## src/rtl/rlhex_pkg.sv

```systemverilog
`default_nettype none
// ----------------------------------------------------------------------------
// rlhex_pkg
// Types and constants shared by the radix literal to hex digits block.
// ----------------------------------------------------------------------------
package rlhex_pkg;

  typedef enum logic [1:0] {
    RADIX_DEC = 2'd0,
    RADIX_HEX = 2'd1,
    RADIX_BIN = 2'd2,
    RADIX_OCT = 2'd3
  } radix_t;

  typedef struct packed {
    logic [7:0] character;
    radix_t     radix;
    logic       last_char;
  } in_beat_t;

  typedef struct packed {
    logic [6:0] hex_char;
    logic       last_digit;
    logic       bad_digit;
  } out_beat_t;

  typedef struct packed {
    logic       ok;
    logic [3:0] value;
  } digit_t;

  typedef enum logic [1:0] {
    ST_ACCUM = 2'd0,
    ST_SKIP  = 2'd1,
    ST_EMIT  = 2'd2
  } state_t;

  localparam logic [7:0] CHAR_ZERO    = 8'h30;
  localparam logic [7:0] CHAR_NINE    = 8'h39;
  localparam logic [7:0] CHAR_LC_A    = 8'h61;
  localparam logic [7:0] CHAR_LC_F    = 8'h66;
  localparam logic [7:0] CHAR_UC_A    = 8'h41;
  localparam logic [7:0] CHAR_UC_F    = 8'h46;
  localparam logic [3:0] LETTER_BIAS  = 4'd9;
  localparam logic [6:0] HEX_ZERO     = 7'h30;
  localparam logic [6:0] HEX_LETTER   = 7'h37;
  localparam logic [3:0] DEC_LIMIT    = 4'd10;
  localparam logic [3:0] OCT_LIMIT    = 4'd8;
  localparam logic [3:0] BIN_LIMIT    = 4'd2;

endpackage
`default_nettype wire

```

## src/rtl/rlhex_digit_dec.sv

```systemverilog
`default_nettype none
// ----------------------------------------------------------------------------
// rlhex_digit_dec
// Decodes one ASCII character into a digit value and checks it against the
// radix. An invalid character decodes to zero with ok low.
// ----------------------------------------------------------------------------
module rlhex_digit_dec
  import rlhex_pkg::*;
(
  input  wire logic [7:0] character,
  input  wire radix_t     radix,
  output digit_t          digit
);

  logic [3:0] raw;
  logic       is_char;
  logic       in_range;

  always_comb begin
    raw     = 4'd0;
    is_char = 1'b0;
    if (character inside {[CHAR_ZERO:CHAR_NINE]}) begin
      raw     = character[3:0];
      is_char = 1'b1;
    end else if (radix == RADIX_HEX && (character inside {[CHAR_LC_A:CHAR_LC_F]} ||
                                        character inside {[CHAR_UC_A:CHAR_UC_F]})) begin
      raw     = character[3:0] + LETTER_BIAS;
      is_char = 1'b1;
    end
    case (radix)
      RADIX_DEC: in_range = raw < DEC_LIMIT;
      RADIX_HEX: in_range = 1'b1;
      RADIX_BIN: in_range = raw < BIN_LIMIT;
      RADIX_OCT: in_range = raw < OCT_LIMIT;
      default:   in_range = 1'b0;
    endcase
    digit.ok    = is_char && in_range;
    digit.value = digit.ok ? raw : 4'd0;
  end

endmodule
`default_nettype wire

```

## src/rtl/radix_literal_to_hex_digits_unit.sv

```systemverilog
`default_nettype none
// ----------------------------------------------------------------------------
// radix_literal_to_hex_digits_unit
// Accumulates the characters of a numeric literal into a wrapping value and
// emits that value as upper-case ASCII hex digits, most significant first.
// Throughput: one character beat per cycle while accumulating. After a last
// character the input stalls until the last digit beat is issued. The nibble
// shift register holds NC = (VALUE_WIDTH+3)/4 nibbles; it drops one leading zero
// nibble per cycle, hands over, then sends one digit beat per cycle if not stalled.
// Reset: synchronous active-low; clears the value, error flag and controller.
// ----------------------------------------------------------------------------
module radix_literal_to_hex_digits_unit
  import rlhex_pkg::*;
#(
  parameter int VALUE_WIDTH = 64
) (
  input  wire logic      clk,
  input  wire logic      rst_n,
  input  wire logic      in_valid,
  output logic           in_stall,
  input  wire in_beat_t  in_data,
  output logic           out_valid,
  input  wire logic      out_stall,
  output out_beat_t      out_data
);

  localparam int NC = (VALUE_WIDTH + 3) / 4;
  localparam int NW = 4 * NC;
  localparam int CW = $clog2(NC + 1);

  state_t               state_r, state_nxt;
  logic [VALUE_WIDTH-1:0] acc_r, acc_nxt, acc_step;
  logic                 err_r, err_nxt;
  logic [NW-1:0]        sh_r, sh_nxt;
  logic [CW-1:0]        cnt_r, cnt_nxt;
  logic                 run_err_r, run_err_nxt;
  logic                 out_valid_r, out_valid_nxt;
  out_beat_t            out_r, out_nxt;
  digit_t               digit;
  logic [VALUE_WIDTH-1:0] digit_ext;
  logic [3:0]           top_nib;
  logic                 in_fire;
  logic                 out_free;

  rlhex_digit_dec u_dec (
    .character (in_data.character),
    .radix     (in_data.radix),
    .digit     (digit)
  );

  assign digit_ext = {{(VALUE_WIDTH-4){1'b0}}, digit.value};
  assign top_nib   = sh_r[NW-1 -: 4];
  assign in_stall  = (state_r != ST_ACCUM);
  assign in_fire   = in_valid && !in_stall;
  assign out_free  = !out_valid_r || !out_stall;
  assign out_valid = out_valid_r;
  assign out_data  = out_r;

  always_comb begin
    case (in_data.radix)
      RADIX_DEC: acc_step = (acc_r << 3) + (acc_r << 1) + digit_ext;
      RADIX_HEX: acc_step = (acc_r << 4) | digit_ext;
      RADIX_BIN: acc_step = (acc_r << 1) | digit_ext;
      RADIX_OCT: acc_step = (acc_r << 3) | digit_ext;
      default:   acc_step = acc_r;
    endcase
  end

  always_comb begin
    state_nxt     = state_r;
    acc_nxt       = acc_r;
    err_nxt       = err_r;
    sh_nxt        = sh_r;
    cnt_nxt       = cnt_r;
    run_err_nxt   = run_err_r;
    out_valid_nxt = out_valid_r && out_stall;
    out_nxt       = out_r;
    case (state_r)
      ST_ACCUM: begin
        if (in_fire) begin
          if (in_data.last_char) begin
            sh_nxt      = NW'(acc_step);
            cnt_nxt     = CW'(NC);
            run_err_nxt = err_r || !digit.ok;
            acc_nxt     = '0;
            err_nxt     = 1'b0;
            state_nxt   = ST_SKIP;
          end else begin
            acc_nxt = acc_step;
            err_nxt = err_r || !digit.ok;
          end
        end
      end
      ST_SKIP: begin
        if (top_nib == 4'd0 && cnt_r != CW'(1)) begin
          sh_nxt  = sh_r << 4;
          cnt_nxt = cnt_r - CW'(1);
        end else begin
          state_nxt = ST_EMIT;
        end
      end
      ST_EMIT: begin
        if (out_free) begin
          out_valid_nxt      = 1'b1;
          out_nxt.hex_char   = (top_nib < DEC_LIMIT) ? HEX_ZERO + 7'(top_nib)
                                                     : HEX_LETTER + 7'(top_nib);
          out_nxt.last_digit = (cnt_r == CW'(1));
          out_nxt.bad_digit  = run_err_r;
          sh_nxt             = sh_r << 4;
          cnt_nxt            = cnt_r - CW'(1);
          if (cnt_r == CW'(1)) begin
            state_nxt = ST_ACCUM;
          end
        end
      end
      default: state_nxt = ST_ACCUM;
    endcase
  end

  always_ff @(posedge clk) begin
    if (!rst_n) begin
      state_r     <= ST_ACCUM;
      acc_r       <= '0;
      err_r       <= 1'b0;
      cnt_r       <= '0;
      run_err_r   <= 1'b0;
      out_valid_r <= 1'b0;
    end else begin
      state_r     <= state_nxt;
      acc_r       <= acc_nxt;
      err_r       <= err_nxt;
      cnt_r       <= cnt_nxt;
      run_err_r   <= run_err_nxt;
      out_valid_r <= out_valid_nxt;
    end
  end

  always_ff @(posedge clk) begin
    sh_r  <= sh_nxt;
    out_r <= out_nxt;
  end

endmodule
`default_nettype wire
```

## config.mk

```make
export PLATFORM = sky130hd
export DESIGN_NAME = radix_literal_to_hex_digits_unit
export DESIGN_NICKNAME = d
export VERILOG_FILES = /design/src/rtl/rlhex_pkg.sv /design/src/rtl/rlhex_digit_dec.sv /design/src/rtl/radix_literal_to_hex_digits_unit.sv
export SDC_FILE = /design/constraint.sdc
export NUM_CORES = 1
export LEC_CHECK = 0
export BUFFER_PORTS_ARGS = -buffer_cell sky130_fd_sc_hd__buf_4
export CAP_MARGIN = 20
export CELL_PAD_IN_SITES_DETAIL_PLACEMENT = 0
export CELL_PAD_IN_SITES_GLOBAL_PLACEMENT = 1
export CORE_MARGIN = 2
export CORE_UTILIZATION = 54
export CTS_CLUSTER_SIZE = 24
export DETAILED_ROUTE_END_ITERATION = 8
export PLACE_DENSITY = 0.93
export SYNTH_ARGS = -nofsm -noshare
export SYNTH_HDL_FRONTEND = slang
export SYNTH_SLANG_ARGS = --single-unit
```

## constraint.sdc

```tcl
create_clock -name clk -period 12.81 [get_ports clk]
set_input_delay 1.9215 -clock clk [delete_from_list [all_inputs] [get_ports clk]]
set_output_delay 1.9215 -clock clk [all_outputs]
set_load 0.02 [all_outputs]
```

=== Yosys cells after proc, flatten, opt, wreduce, memory -nomap -nowiden ===
Cells that the tools add are included.
Widths: inputs -> output; s select.

* Output and inout port bits: 11
* Input port bits: 15
* Bits in registers: 146

* $lt $le $gt $ge: 10
* Muxes and demuxes: 28
* Equal/unequal tests: 13
* Reduce and logical (&&, ||, !) cells: 25
* $add $sub $neg: 6
* Bitwise logic cells: 3

{| class="wikitable"
|+ Operators by type and width
! cell !! number
|-
| $mux 64 || 4
|-
| $pmux 64 s4 || 1
|-
| $or 64x4->64 || 3
|-
| $pmux 64 s3 || 1
|-
| $add 64x4->64 || 1
|-
| $add 64x64->64 || 1
|-
| $mux 63 || 1
|-
| $mux 5 || 4
|-
| $ge 8x7->1 const B || 2
|-
| $le 8x7->1 const B || 2
|-
| $pmux 5 s3 || 1
|-
| $add 6x4->7 const A || 2
|-
| $lt 4x4->1 const B || 3
|-
| $mux 4 || 3
|-
| $ne 2x2->1 const B || 6
|-
| $mux 2 || 5
|-
| $reduce_and 5->1 || 2
|-
| $ge 8x6->1 const B || 1
|-
| $le 8x6->1 const B || 1
|-
| $logic_and 1x1->1 || 8
|-
| $mux 7 || 1
|-
| $eq 2x2->1 const B || 3
|-
| $pmux 2 s3 || 1
|-
| $eq 5x1->1 const B || 1
|-
| other kinds (15) || 27
|}

=== Logic depth before layout (Yosys ltp) ===
* Depth in word-level cells: 15
* Gate-level depth with buffers: 24
* Gate-level depth less buffers: 24

=== Cells and area by module ===
Synthesis repeated with hierarchy kept, for this count alone.

* Cell total of the unflattened synthesis: 1470
* Area total of the unflattened synthesis: 12406.9 µm²

{| class="wikitable"
|+ Modules (own cells, without submodules)
! module !! cells each !! times used !! seq. area each (µm²) !! area an instance (µm²)
|-
| radix_literal_to_hex_digits_unit || 1435 || 1 || 3653.5 || 12154.2
|-
| rlhex_digit_dec || 35 || 1 || 0.0 || 252.7
|}

=== Least setup slack after synthesis ===
Ideal clock, no wire load.

* Kind: input-to-reg
* Start: input port out_stall
* End: register cnt_r[4]
* Arrival time: 8495 ps
* Stages: 5
* Path slack: 4189 ps
* Setup time: 127 ps
* Path through: and2_1 a221oi_1 nand2_1 o41ai_1 nor2_1

* Word-level cells in the longest chain between the ends: 4

{| class="wikitable"
|+ RTL lines
! item !! RTL line !! text
|-
| start, declared || radix_literal_to_hex_digits_unit.sv:23 || <nowiki>input wire logic out_stall,</nowiki>
|-
| $logic_not 1->1 || radix_literal_to_hex_digits_unit.sv:55 || <nowiki>assign out_free = !out_valid_r || !out_stall;</nowiki>
|-
| $logic_or 1x1->1 || radix_literal_to_hex_digits_unit.sv:55 ||
|-
| $ne 2x2->1 (no line) || - ||
|-
| $reduce_and 5->1 (no line) || - ||
|-
| end signal, assigned || radix_literal_to_hex_digits_unit.sv:132 || <nowiki>cnt_r <= cnt_nxt;</nowiki>
|-
| end, declared || radix_literal_to_hex_digits_unit.sv:35 || <nowiki>logic [CW-1:0] cnt_r, cnt_nxt;</nowiki>
|}

No other way between the ends.
A chain may end at the register's enable or synchronous reset.

=== Final worst setup path ===
* Start: input port in_data[4] (netlist name)
* End: register sh_r[42] (data pin)

* Word-level cells in the longest chain between the ends: 15

{| class="wikitable"
|+ RTL lines
! item !! RTL line !! text
|-
| start, declared || radix_literal_to_hex_digits_unit.sv:21 || <nowiki>input wire in_beat_t in_data,</nowiki>
|-
| $ge 8x7->1 (tied with other cells) || rlhex_digit_dec.sv:25 || <nowiki>end else if (radix == RADIX_HEX && (character inside {[CHAR_LC_A:CHAR_LC_F]} ||</nowiki>
|-
| $logic_and 1x1->1 (on tied branches) || rlhex_digit_dec.sv:25, rlhex_digit_dec.sv:26 ||
|-
| $logic_or 1x1->1 || rlhex_digit_dec.sv:26 || <nowiki>character inside {[CHAR_UC_A:CHAR_UC_F]})) begin</nowiki>
|-
| $logic_and 1x1->1 || rlhex_digit_dec.sv:25 ||
|-
| $mux 4 || rlhex_digit_dec.sv:25 ||
|-
| $mux 4 || rlhex_digit_dec.sv:22 || <nowiki>if (character inside {[CHAR_ZERO:CHAR_NINE]}) begin</nowiki>
|-
| $lt 4x4->1 (tied with other cells) || rlhex_digit_dec.sv:34 || <nowiki>RADIX_OCT: in_range = raw < OCT_LIMIT;</nowiki>
|-
| $pmux 1 s4 || rlhex_digit_dec.sv:30 || <nowiki>case (radix)</nowiki>
|-
| $logic_and 1x1->1 || rlhex_digit_dec.sv:37 || <nowiki>digit.ok = is_char && in_range;</nowiki>
|-
| $mux 4 (*) || rlhex_digit_dec.sv:38 || <nowiki>digit.value = digit.ok ? raw : 4'd0;</nowiki>
|-
| $add 64x4->64 (*) || radix_literal_to_hex_digits_unit.sv:61 || <nowiki>RADIX_DEC: acc_step = (acc_r << 3) + (acc_r << 1) + digit_ext;</nowiki>
|-
| $pmux 64 s4 (*) || radix_literal_to_hex_digits_unit.sv:60 || <nowiki>case (in_data.radix)</nowiki>
|-
| $mux 64 (*) || radix_literal_to_hex_digits_unit.sv:81 || <nowiki>if (in_data.last_char) begin</nowiki>
|-
| $mux 64 (*) || radix_literal_to_hex_digits_unit.sv:80 || <nowiki>if (in_fire) begin</nowiki>
|-
| $pmux 64 s3 (*) || radix_literal_to_hex_digits_unit.sv:78 || <nowiki>case (state_r)</nowiki>
|-
| net sh_nxt[42] || radix_literal_to_hex_digits_unit.sv:34 || <nowiki>logic [NW-1:0] sh_r, sh_nxt;</nowiki>
|-
| end signal, assigned || radix_literal_to_hex_digits_unit.sv:139 || <nowiki>sh_r <= sh_nxt;</nowiki>
|-
| end, declared || radix_literal_to_hex_digits_unit.sv:34 ||
|}

The timed path passes the listed nets; every way through them passes the cells marked *. The select of a mux whose other input is x is not followed.

==> impl_metrics.tcl <==
set metrics [dict create \
    die-height_um 154 \
    num_rows 55 \
    cts_resized 0 \
    worst_path_max_delay_cell "o41ai_2" \
    cts_max_level 4 \
    status "finished, final reports clean" \
    grt_pass1_vias 10100 \
    wirelength_um 32600 \
    postCtsHoldBufs 0 \
    hold_viol 0 \
    ir_drop_uv 124 \
    critPathArrivalTime_ps 7920 \
    max_slew_margin_pct 32.7 \
    critical_path.top_delay_family "compound AO/OA/AOI/OAI gates" \
    drt-initial-drc-count 1005 \
    leakage_nw 5.59 \
    fin_area_sq_mm 0.0131 \
    cts_buffers 17 \
    cts_tree "built" \
    crit_path_start_kind "primary input" \
    synth_area_sq_mm 0.0122 \
    grt_usage_pct 27.6 \
    grt_pass1_wl_um 53100 \
    grt_max_degree 93 \
    fin_nets 1530 \
    via_per_inst 6.35 \
    synthFlopType "edfxtp_1" \
    dr.pass1.iters 7 \
    route.detailed.drc 0 \
    cts-root-buf "clkbuf_16" \
    cts.sinks 146 \
    layout_common_cells "nand2_1 (219), ha_1 (134), o21ai_0 (120)" \
    ys_warn_count 0 \
    drv_cap 0 \
    reg2reg_slack_ps 8150 \
    fin_crit_sh_pct 60.4 \
    fmax_mhz 129 \
    syn_to_final_growth_pct 7.23 \
    post_drt_wl_per_cell_um 19.5 \
    synthCells 1415 \
    core-area_sq_mm 0.0224 \
    ioPinCount 26 \
    vias 10600 \
    cp_slowest_stage_delay_ps 840 \
    period_minus_slack_ps 7740 \
    yosysUniqueCellTypes 95 \
    cts_buffer_depth 2 \
    postCtsSetupBuffers 0 \
    clk_pin_slew_ps 60 \
    place_congestion 0.893 \
    slew_violations 0 \
    place_inst 1644 \
    antenna_found_initial 0 \
    holdCritPathClass "reg -> reg" \
    drive_above_1_share_pct 9.06 \
    setup_viol_count_final 0 \
    start_util_pct 54.4 \
    clk_latency_ps 430 \
    stdcell_count 1676 \
    crit_start "in_data[4]" \
    tns_ps 0 \
    final_common_cell "nand2_1" \
    tightest_slew_ps 1010 \
    synth_edf_count 73 \
    ant_nets 0 \
    postSynth.asyncResetShare_pct 0 \
    synth_nets 1567 \
    numPortBuffers 25 \
    fin_util_pct 58.4 \
    cp_max_fo 7 \
    ys_ff_latch 146 \
    antennaDiodeCount 0 \
    cp_cell_sequence "buf_4, inv_1, ha_1, o21bai_1, a2111oi_4, nor3_1, a211oi_1, a21oi_1, o22ai_2, nor2b_1, fa_1, inv_1, fa_1, nand2b_1, a21oi_2, o21ai_1, nand3_1, a31oi_2, o41ai_2, a21oi_1, xnor2_1, mux4_2, mux2_2" \
    cp_num_buf_inv 3 \
    die_area_sq_mm 0.0238 \
    die_x_um 154 \
    syn-mean-instance-area_sq_um 8.63 \
    yosysSeqAreaShare_pct 29.9 \
    rsz0062_at_grt "false" \
    skew_ps 10.8 \
    dpl.hpwl_um 22600 \
    critPathRequiredTime_ps 12990 \
    critPathKind "in -> reg" \
    dpl_cell_area_sq_mm 0.0124 \
    r2r-start "acc_r[0]" \
    hold_path.startpoint "run_err_r" \
    p_per_area_mw_per_mm2 160 \
    grt-ovfl-total 0 \
    end_kind "register" \
]
final cells by class:
type                       instances  area, sq um
clock inverter                    11          201
multi-input combinational       1136         8010
timing repair buffer              34          255
inverter                          43          161
fill                            1973         9340
sequential                       146         3650
tap                              285          357
clock buffer                      21          460
cells in the mapped netlist, types with 30 or more instances:
master    instances  area (sq um)
a21oi_1          89           445
clkbuf_1         68           255
dfxtp_1          73          1460
edfxtp_1         73          2190
ha_1            135          1690
inv_1            41           154
nand2_1         219           822
nand3_1          30           150
nor2_1           68           255
o21ai_0         120           601
xnor2_1          35           307
where the power goes:
part	internal, W	leakage, nW	switching, W
Clock	0.000359	0.318	0.000207
Combinational	0.000233	3.98	0.000502
Sequential	0.000731	1.30	0.0000691
Total	0.00132	5.59	0.000778
cell families (layout without fill, tap and decap cells):
logic type,Yosys count,after routing,synth area share (%)
AO/OA/AOI/OAI,436,436,23.6
flip-flops,146,146,29.9
adder cells (fa/ha/maj),137,137,14.2
AND/OR/NAND/NOR,442,442,16.6
multiplexers,58,58,6.53
XOR/XNOR,63,63,4.52
buffers and inverters,133,109,4.72
flip-flops by register name (all words and copies together) (netlist names):
signal,count
sh_r,64
err_r,1
run_err_r,1
out_data,9
acc_r,63
out_valid,1
state_r,2
cnt_r,5
path summary, 6_finish.rpt:
check                     end  cells past startpoint
hold reg to reg   out_data[0]                      0
setup reg to reg     sh_r[42]                     13
setup / recovery     sh_r[42]                     23
hold / removal    out_data[0]                      0
metrics by stage:
step	hold WS, ps	power [W]	setup slack [ps]
after global routing	462	0.00221	4740
final	451	0.00210	5070
after floorplan	400	0.00133	4190
after detailed placement	439	0.00153	4700
after global placement	444	0.00152	4800
after CTS	450	0.00210	5120
metal layers:
layer  vias up  routed length, um  global-route usage [%]
li1       5147                  -                       -
met1      5121              15200                    38.6
met2       326              15100                    44.6
met3        49               1680                    4.23
met4         0                624                    7.67
met5         -                  0                       0
No activity file was read; power rests on OpenSTA's default activity.
